===== src/rtl/bulm_pkg.sv =====
// Shared constants and types for the banked unaligned load/store memory.
package bulm_pkg;

    localparam int ADDR_WIDTH_DEF = 8;
    localparam int BANK_DEPTH_DEF = 64;
    localparam int OP_WIDTH       = 3;
    localparam int DATA_WIDTH     = 32;
    localparam int NUM_BANKS      = 4;
    localparam int LANE_WIDTH     = 2;

    typedef enum logic [OP_WIDTH-1:0] {
        OP_LOAD_BYTE  = 3'd0,
        OP_LOAD_HALF  = 3'd1,
        OP_LOAD_WORD  = 3'd2,
        OP_STORE_BYTE = 3'd3,
        OP_STORE_HALF = 3'd4,
        OP_STORE_WORD = 3'd5
    } op_t;

    typedef enum logic [1:0] {
        SIZE_BYTE,
        SIZE_HALF,
        SIZE_WORD
    } size_t;

    // Access control carried between the address stages and the bank stage
    typedef struct packed {
        logic                  store;
        size_t                 size;
        logic [LANE_WIDTH-1:0] lane;
    } acc_ctrl_t;

endpackage


===== src/rtl/bulm_if.sv =====
// Request and response channel interfaces of the banked memory.
interface bulm_req_if #(
    parameter int ADDR_WIDTH = bulm_pkg::ADDR_WIDTH_DEF
);
    logic                            valid;
    logic                            ready;
    logic [bulm_pkg::OP_WIDTH-1:0]   op;
    logic [ADDR_WIDTH-1:0]           addr;
    logic [bulm_pkg::DATA_WIDTH-1:0] wdata;

    modport source (output valid, output op, output addr, output wdata, input ready);
    modport sink   (input valid, input op, input addr, input wdata, output ready);
endinterface

interface bulm_rsp_if;
    logic                            valid;
    logic                            ready;
    logic [bulm_pkg::DATA_WIDTH-1:0] rdata;

    modport source (output valid, output rdata, input ready);
    modport sink   (input valid, input rdata, output ready);
endinterface


===== src/rtl/banked_unaligned_load_store_memory.sv =====
// Top level of the four-bank byte-lane memory with unaligned big-endian access.
//
// Byte-addressed memory of four byte-wide banks: byte address a sits in bank
// a mod 4 at row (a div 4) mod BANK_DEPTH. Each request is a byte, halfword or
// word load or store at any address; every bank is touched at most once, so an
// unaligned access moves in a single bank cycle and bytes past the top address
// wrap to address 0. The lowest address holds the most significant byte; loads
// return zero-extended data on rsp, stores and undefined op codes return nothing.
// The block takes one request per cycle while nothing stalls it. On the way to rsp
// a load is registered in order: the reciprocal multiply with the request, then
// the multiply-subtract that finishes the row reduction, then the bank read.
// A load result held on rsp stalls the bank stage and, behind it, the request
// side; stores never wait on rsp.
// Contents are undefined until written; there is no clearing pass.
module banked_unaligned_load_store_memory #(
    parameter int ADDR_WIDTH = bulm_pkg::ADDR_WIDTH_DEF,
    parameter int BANK_DEPTH = bulm_pkg::BANK_DEPTH_DEF
) (
    input  logic        clk,
    input  logic        rst_n,
    bulm_req_if.sink    req,
    bulm_rsp_if.source  rsp
);

    localparam int RW = $clog2(BANK_DEPTH);
    localparam int NB = bulm_pkg::NUM_BANKS;
    localparam int LW = bulm_pkg::LANE_WIDTH;

    logic                            acc_valid;
    bulm_pkg::acc_ctrl_t             acc_ctrl;
    logic [bulm_pkg::DATA_WIDTH-1:0] acc_wdata;
    logic [RW-1:0]                   row_lo;
    logic [RW-1:0]                   row_hi;
    logic                            take;
    logic [LW-1:0]                   acc_last;

    logic [LW-1:0]                   bank_idx  [NB];
    logic [RW-1:0]                   bank_row  [NB];
    logic                            bank_we   [NB];
    logic [7:0]                      bank_wbyte[NB];
    logic [NB-1:0][7:0]              bank_q;
    logic                            bank_re;

    logic                            rsp_valid_reg;
    logic                            rsp_valid_next;
    bulm_pkg::size_t                 rsp_size_reg;
    logic [LW-1:0]                   rsp_lane_reg;
    logic [NB-1:0][7:0]              load_bytes;
    logic [bulm_pkg::DATA_WIDTH-1:0] load_word;

    bulm_addr_gen #(
        .ADDR_WIDTH (ADDR_WIDTH),
        .BANK_DEPTH (BANK_DEPTH)
    ) u_addr_gen (
        .clk    (clk),
        .rst_n  (rst_n),
        .req    (req),
        .take   (take),
        .valid  (acc_valid),
        .ctrl   (acc_ctrl),
        .wdata  (acc_wdata),
        .row_lo (row_lo),
        .row_hi (row_hi)
    );

    // Stores retire at the banks; loads need room in the response register
    assign take    = acc_valid && (acc_ctrl.store || !rsp_valid_reg || rsp.ready);
    assign bank_re = take && !acc_ctrl.store;

    always_comb
    begin
        unique case (acc_ctrl.size)
            bulm_pkg::SIZE_BYTE: acc_last = LW'(0);
            bulm_pkg::SIZE_HALF: acc_last = LW'(1);
            default:             acc_last = LW'(3);
        endcase
    end

    for (genvar k = 0; k < NB; k++)
    begin : g_bank
        // Byte position within the access that lands on this bank
        assign bank_idx[k]   = LW'(k) - acc_ctrl.lane;
        assign bank_row[k]   = (LW'(k) >= acc_ctrl.lane) ? row_lo : row_hi;
        assign bank_we[k]    = take && acc_ctrl.store && (bank_idx[k] <= acc_last);
        assign bank_wbyte[k] = 8'(acc_wdata >> {acc_last - bank_idx[k], 3'b000});

        bulm_bank #(
            .BANK_DEPTH (BANK_DEPTH)
        ) u_bank (
            .clk   (clk),
            .we    (bank_we[k]),
            .re    (bank_re),
            .addr  (bank_row[k]),
            .wdata (bank_wbyte[k]),
            .rdata (bank_q[k])
        );
    end

    always_comb
    begin
        if (bank_re)
        begin
            rsp_valid_next = 1'b1;
        end
        else if (rsp.ready)
        begin
            rsp_valid_next = 1'b0;
        end
        else
        begin
            rsp_valid_next = rsp_valid_reg;
        end
    end

    always_ff @(posedge clk or negedge rst_n)
    begin
        if (!rst_n)
        begin
            rsp_valid_reg <= 1'b0;
        end
        else
        begin
            rsp_valid_reg <= rsp_valid_next;
        end
    end

    always_ff @(posedge clk)
    begin
        if (bank_re)
        begin
            rsp_size_reg <= acc_ctrl.size;
            rsp_lane_reg <= acc_ctrl.lane;
        end
    end

    // Rotate bank lanes back into address order, first byte most significant
    always_comb
    begin
        for (int i = 0; i < NB; i++)
        begin
            load_bytes[NB-1-i] = bank_q[LW'(rsp_lane_reg + LW'(i))];
        end
        unique case (rsp_size_reg)
            bulm_pkg::SIZE_BYTE: load_word = {24'd0, load_bytes[3]};
            bulm_pkg::SIZE_HALF: load_word = {16'd0, load_bytes[3], load_bytes[2]};
            default:             load_word = load_bytes;
        endcase
    end

    assign rsp.valid = rsp_valid_reg;
    assign rsp.rdata = load_word;

endmodule


===== src/rtl/bulm_addr_gen.sv =====
// Request decode and two-stage row reduction modulo the bank depth.
module bulm_addr_gen #(
    parameter int ADDR_WIDTH = bulm_pkg::ADDR_WIDTH_DEF,
    parameter int BANK_DEPTH = bulm_pkg::BANK_DEPTH_DEF,
    localparam int RW        = $clog2(BANK_DEPTH)
) (
    input  logic                            clk,
    input  logic                            rst_n,
    bulm_req_if.sink                        req,
    input  logic                            take,
    output logic                            valid,
    output bulm_pkg::acc_ctrl_t             ctrl,
    output logic [bulm_pkg::DATA_WIDTH-1:0] wdata,
    output logic [RW-1:0]                   row_lo,
    output logic [RW-1:0]                   row_hi
);

    localparam int XW = ADDR_WIDTH - 2;
    localparam int SH = XW + RW;
    localparam int MW = XW + 2;
    localparam int PW = XW + MW;
    localparam int DW = XW + RW + 1;
    // floor(x * RECIP / 2^SH) equals floor(x / BANK_DEPTH) for every x below 2^XW
    localparam longint unsigned RECIP =
        ((64'd1 << SH) + longint'(BANK_DEPTH) - 64'd1) / longint'(BANK_DEPTH);
    localparam logic [MW-1:0] RECIP_C  = MW'(RECIP);
    localparam logic [DW-1:0] DEPTH_C  = DW'(BANK_DEPTH);
    localparam logic [RW-1:0] LAST_ROW = RW'(BANK_DEPTH - 1);

    logic                            op_ok;
    bulm_pkg::acc_ctrl_t             ctrl_dec;
    logic [XW-1:0]                   row_in;
    logic [PW-1:0]                   prod;
    logic                            ready2;

    logic                            s1_valid_reg;
    logic                            s1_valid_next;
    bulm_pkg::acc_ctrl_t             s1_ctrl_reg;
    logic [bulm_pkg::DATA_WIDTH-1:0] s1_wdata_reg;
    logic [XW-1:0]                   s1_row_reg;
    logic [PW-1:0]                   s1_prod_reg;

    logic [XW-1:0]                   quot;
    logic [DW-1:0]                   qd;
    logic [XW-1:0]                   rem;

    logic                            s2_valid_reg;
    logic                            s2_valid_next;
    bulm_pkg::acc_ctrl_t             s2_ctrl_reg;
    logic [bulm_pkg::DATA_WIDTH-1:0] s2_wdata_reg;
    logic [RW-1:0]                   s2_row_reg;
    logic                            s2_top_reg;

    always_comb
    begin
        op_ok          = 1'b1;
        ctrl_dec.store = 1'b0;
        ctrl_dec.size  = bulm_pkg::SIZE_BYTE;
        ctrl_dec.lane  = req.addr[1:0];
        unique case (req.op)
            bulm_pkg::OP_LOAD_BYTE:  ctrl_dec.size = bulm_pkg::SIZE_BYTE;
            bulm_pkg::OP_LOAD_HALF:  ctrl_dec.size = bulm_pkg::SIZE_HALF;
            bulm_pkg::OP_LOAD_WORD:  ctrl_dec.size = bulm_pkg::SIZE_WORD;
            bulm_pkg::OP_STORE_BYTE:
            begin
                ctrl_dec.store = 1'b1;
                ctrl_dec.size  = bulm_pkg::SIZE_BYTE;
            end
            bulm_pkg::OP_STORE_HALF:
            begin
                ctrl_dec.store = 1'b1;
                ctrl_dec.size  = bulm_pkg::SIZE_HALF;
            end
            bulm_pkg::OP_STORE_WORD:
            begin
                ctrl_dec.store = 1'b1;
                ctrl_dec.size  = bulm_pkg::SIZE_WORD;
            end
            default:                 op_ok = 1'b0;
        endcase
    end

    assign row_in = req.addr[ADDR_WIDTH-1:2];
    assign prod   = PW'(row_in) * PW'(RECIP_C);

    assign ready2    = !s2_valid_reg || take;
    assign req.ready = !s1_valid_reg || ready2;

    // Accept and drop undefined op codes
    assign s1_valid_next = req.ready ? (req.valid && op_ok) : s1_valid_reg;
    assign s2_valid_next = ready2 ? s1_valid_reg : s2_valid_reg;

    assign quot = XW'(s1_prod_reg >> SH);
    assign qd   = DW'(quot) * DEPTH_C;
    assign rem  = s1_row_reg - XW'(qd);

    always_ff @(posedge clk or negedge rst_n)
    begin
        if (!rst_n)
        begin
            s1_valid_reg <= 1'b0;
            s2_valid_reg <= 1'b0;
        end
        else
        begin
            s1_valid_reg <= s1_valid_next;
            s2_valid_reg <= s2_valid_next;
        end
    end

    always_ff @(posedge clk)
    begin
        if (req.ready)
        begin
            s1_ctrl_reg  <= ctrl_dec;
            s1_wdata_reg <= req.wdata;
            s1_row_reg   <= row_in;
            s1_prod_reg  <= prod;
        end
        if (ready2)
        begin
            s2_ctrl_reg  <= s1_ctrl_reg;
            s2_wdata_reg <= s1_wdata_reg;
            s2_row_reg   <= RW'(rem);
            s2_top_reg   <= &s1_row_reg;
        end
    end

    assign valid  = s2_valid_reg;
    assign ctrl   = s2_ctrl_reg;
    assign wdata  = s2_wdata_reg;
    assign row_lo = s2_row_reg;
    // The next row wraps to zero at the top of the address space or the bank
    assign row_hi = (s2_top_reg || s2_row_reg == LAST_ROW) ? '0 : s2_row_reg + 1'b1;

endmodule


===== src/rtl/bulm_bank.sv =====
// One byte-wide bank with a registered synchronous read port.
module bulm_bank #(
    parameter int BANK_DEPTH = bulm_pkg::BANK_DEPTH_DEF,
    localparam int RW        = $clog2(BANK_DEPTH)
) (
    input  logic          clk,
    input  logic          we,
    input  logic          re,
    input  logic [RW-1:0] addr,
    input  logic [7:0]    wdata,
    output logic [7:0]    rdata
);

    logic [7:0] mem [BANK_DEPTH];
    logic [7:0] rdata_reg;

    always_ff @(posedge clk)
    begin
        if (we)
        begin
            mem[addr] <= wdata;
        end
        // Hold the last read while the result waits downstream
        if (re)
        begin
            rdata_reg <= mem[addr];
        end
    end

    assign rdata = rdata_reg;

endmodule


===== src/flat_wrapper.sv =====
// flat-port wrapper written by rule: the top's interface ports become plain ports
module banked_unaligned_load_store_memory_flat 
#(
    parameter int ADDR_WIDTH = bulm_pkg::ADDR_WIDTH_DEF,
    parameter int BANK_DEPTH = bulm_pkg::BANK_DEPTH_DEF
)
  (clk, rst_n, req_valid, req_op, req_addr, req_wdata, req_ready, rsp_valid, rsp_rdata, rsp_ready);
  bulm_req_if #(.ADDR_WIDTH(ADDR_WIDTH)) req_i ();
  bulm_rsp_if rsp_i ();
  input  logic clk;
  input  logic rst_n;
  input wire logic [$bits(req_i.valid)-1:0] req_valid;
  input wire logic [$bits(req_i.op)-1:0] req_op;
  input wire logic [$bits(req_i.addr)-1:0] req_addr;
  input wire logic [$bits(req_i.wdata)-1:0] req_wdata;
  output wire logic [$bits(req_i.ready)-1:0] req_ready;
  output wire logic [$bits(rsp_i.valid)-1:0] rsp_valid;
  output wire logic [$bits(rsp_i.rdata)-1:0] rsp_rdata;
  input wire logic [$bits(rsp_i.ready)-1:0] rsp_ready;
  assign req_i.valid = req_valid;
  assign req_i.op = req_op;
  assign req_i.addr = req_addr;
  assign req_i.wdata = req_wdata;
  assign req_ready = req_i.ready;
  assign rsp_valid = rsp_i.valid;
  assign rsp_rdata = rsp_i.rdata;
  assign rsp_i.ready = rsp_ready;
  banked_unaligned_load_store_memory #(.ADDR_WIDTH(ADDR_WIDTH), .BANK_DEPTH(BANK_DEPTH)) u_core (.clk(clk), .rst_n(rst_n), .req(req_i), .rsp(rsp_i));
endmodule

===== config.mk =====
export PLATFORM = sky130hd
export DESIGN_NAME = banked_unaligned_load_store_memory_flat
export DESIGN_NICKNAME = d
export VERILOG_FILES = /design/src/rtl/bulm_pkg.sv /design/src/rtl/bulm_if.sv /design/src/rtl/banked_unaligned_load_store_memory.sv /design/src/rtl/bulm_addr_gen.sv /design/src/rtl/bulm_bank.sv /design/src/flat_wrapper.sv
export SDC_FILE = /design/constraint.sdc
export NUM_CORES = 2
export LEC_CHECK = 0
export ABC_AREA = 0
export BUFFER_PORTS_ARGS = -buffer_cell sky130_fd_sc_hd__buf_2
export CORE_ASPECT_RATIO = 1.75
export CORE_MARGIN = 2
export CORE_UTILIZATION = 40
export CTS_CLUSTER_DIAMETER = 80
export DETAILED_ROUTE_END_ITERATION = 16
export PLACE_DENSITY_LB_ADDON = 0.2
export SLEW_MARGIN = 5
export SYNTH_ARGS = -nofsm -noshare
export SYNTH_HDL_FRONTEND = slang
export SYNTH_SLANG_ARGS = --single-unit
export TNS_END_PERCENT = 50

===== constraint.sdc =====
create_clock -name clk -period 5.2 [get_ports clk]
set_input_delay 0.52 -clock clk [delete_from_list [all_inputs] [get_ports clk]]
set_output_delay 0.52 -clock clk [all_outputs]
set_load 0.02 [all_outputs]

==> impl_metrics.py <==
metrics = {
    "critical_path": {
        "regToRegStartpoint": "u_core.u_addr_gen.ctrl[1]",
        "setup.worst_path.start": "u_core.u_addr_gen.ctrl[1]",
        "endpoint_kind": "register",
        "path_class": "register to register",
        "arrival_ps": 5240,
        "critPathMaxFanout": 46,
        "cp-start-kind": "register",
        "required_ps": 5750,
    },
    "min_path": {
        "hold_class": "input port to register",
        "worstHoldStart": "req_op[0]",
    },
    "run_status": {
        "status": "finished clean",
    },
    "route": {
        "totalWireLength_um": 242000,
        "vias": 47517,
        "final_antenna_net_count": 0,
        "routedWlPerCell_um": 29.1,
        "vias_per_cell": 5.71,
        "drc": 0,
        "first_iter_violations": 4728,
        "first_pass_iters": 5,
    },
    "place": {
        "gp_congestion": 0.892,
        "placed_area_um2": 90900,
        "port_buffers": 80,
        "dpl.hpwl_um": 160000,
    },
    "yosys": {
        "ys_types": 70,
        "ys_seq_area_share_pct": 76.4,
        "yosysTopAreaCell": "edfxtp_1",
        "yosys_warnings": 0,
        "synth_fp_nets": 5043,
        "synth.area.top_cells": "edfxtp_1, mux4_2, nand2_1",
        "ys_async_sr_fraction_pct": 0.138,
        "syn_area_um2": 85400,
        "synth-edff-count": 2171,
        "synth_top_area_share_pct": 76.3,
        "synth_seq_cells": 2174,
        "synth_common_cells": "edfxtp_1, nand2_1, nor2_1",
        "syn_avg_cell_area_um2": 17.1,
        "yosysMostFrequentCell": "edfxtp_1",
        "synth_cells": 4983,
        "synth_flop_cell": "edfxtp_1",
    },
    "timing": {
        "timing.setup.tns_ps": 0,
        "period_minus_slack_ps": 4690,
        "rsz0062_at_grt": "false",
        "relSlewSlack_pct": 21.3,
        "max_clock_freq_mhz": 213,
        "setup_viol": 0,
        "worstMarginPinSlew_ps": 1180,
        "finalMaxSlewViolations": 0,
        "finClkSkew_ps": 67.3,
        "fin_crit_sh_pct": 90.2,
        "hold_violations": 0,
    },
    "floorplan": {
        "die_h_um": 615,
        "dieArea_um2": 217000,
        "io_pins": 81,
        "initial_core_util_pct": 40.2,
        "coreArea_um2": 212000,
        "num_rows": 224,
        "fp.dieW_um": 353,
    },
    "global_routing": {
        "grt_pass1_vias": 48279,
        "track_usage_pct": 21.9,
        "grt_max_degree": 89,
        "gr-total-overflow": 0,
        "grt_pass1_wl_um": 347000,
        "antenna_found_initial": 6,
    },
    "clocking": {
        "cts_buffers": 201,
        "cts_root_buf": "clkbuf_16",
        "ctsLongestPathBuffers": 4,
        "h-tree-depth": 4,
        "cts_tree": "done",
        "ctsResizeCount": 0,
        "clock_sinks": 2174,
        "clock_latency_ps": 870,
        "cts.clk_slew.worst_paths_ps": 70,
    },
    "layout": {
        "final_core_util_pct": 46.0,
        "largest_reg_flops": 2048,
        "design_area_um2": 97800,
        "nets": 5403,
        "area_growth_syn_to_layout_pct": 14.5,
        "regMostFlops": "u_core.g_bank.u_bank.mem",
        "drive_gt1_share_pct": 18.5,
    },
    "pwr": {
        "p_sw_mw": 11.5,
        "p_sw_share_pct": 26.9,
        "vdd_ir_drop_max_mv": 0.319,
        "combPwrFrac_pct": 15.5,
        "power.clock.fraction_pct": 34.5,
        "total_power_mw": 42.9,
        "pwr_density_cell_nw_per_um2": 438,
        "seqPwrFrac_pct": 50.0,
        "internal-power_mw": 31.3,
        "p_leak_nw": 31.6,
    },
    "flow_run": {
        "cap_viol_max_count": 0,
    },
}
[cell usage in the layout (no fill, tap or decap), types with 64 or more instances in the layout]
master / count
clkbuf_16: 203
nand3_1: 201
a221oi_1: 85
edfxtp_1: 2171
mux4_2: 233
nand2_1: 554
a21oi_1: 173
mux2i_1: 159
a22o_1: 70
buf_4: 318
a31oi_1: 77
buf_2: 80
o22ai_1: 64
nor2_1: 285
a22oi_1: 183
[cells by family (layout without fill, tap and decap cells)]
logic type / count (synthesis) / after routing / synth area share [%]
flip-flops: 2174 / 2174 / 76.4
AND/OR/NAND/NOR: 1255 / 1255 / 6.50
AO/OA/AOI/OAI: 789 / 789 / 6.38
multiplexers: 428 / 428 / 8.69
buffers and inverters: 321 / 839 / 1.77
adder cells (fa/ha/maj): 13 / 13 / 0.226
XOR/XNOR: 3 / 3 / 0.0308
other: 0 / 2 / 0
[area by class of cell]
cell class                      count  area (µm²)
Fill cell                       18271      115000
Inverter                           11        41.3
Sequential cell                  2174       65300
Antenna cell                        2        5.00
Timing Repair Buffer              467        3710
Tap cell                         2825        3530
Clock inverter                    125        1230
Clock buffer                      236        5200
Multi-Input combinational cell   2488       18800
[worst paths after layout]
kind,endpoint,cells after the start,slack (ps)
min reg2reg,u_core.u_addr_gen.wdata[17],0,420
min in group asynchronous,u_core.rsp.valid,3,570
max in group asynchronous,u_core.u_addr_gen.s1_valid_reg,3,4480
min,u_core.u_addr_gen.s1_ctrl_reg[2],3,80
max,u_core.g_bank[1].u_bank.rdata[4],11,510
max reg2reg,u_core.g_bank[1].u_bank.rdata[4],11,510
[metal layers]
layer  vias up  share of wire, %  track usage [%]
met4         0               5.3             10.6
li1      20664                 -                -
met5         -                 0                0
met3       455               4.5             2.44
met2      1548                53             39.5
met1     24850                37             25.9
[worst max-delay path, stage by stage, from the launching register on]
cell	delay, ps
edfxtp_1	460
inv_1	240
ha_1	240
nand2b_1	380
nand2_1	420
nand2_8	470
buf_4	390
mux4_2	370
a22oi_1	510
a22o_1	280
nand4_1	120
or4_1	440
[power by group through the flow]
| stage | combinational, mW | clock, mW | sequential [mW] |
|---|---|---|---|
| finish | 6.65 | 14.8 | 21.4 |
| global route | 7.07 | 15.6 | 21.4 |
| CTS | 6.73 | 15.0 | 21.4 |
| detailed placement | 6.70 | 0 | 21.8 |
| global placement | 6.60 | 0 | 21.8 |
| floorplan | 3.58 | 0 | 21.7 |
[stage by stage]
step / cells / hold WS, ps / setup slack [ps]
after floorplan: 4983 / 224 / 1990
after global placement: 7919 / 318 / 657
after CTS: 8326 / 4.66 / 522
final: 8328 / 76.4 / 510
after global routing: 8327 / 63.0 / 311
after detailed placement: 7919 / 318 / 605
[repair_timing]
item                                   4_1_cts  5_1_grt
endpoints found under the hold margin       46        0
hold buffers                                46        0
setup buffers                                0        0
Power figures use the tool's default switching activity.
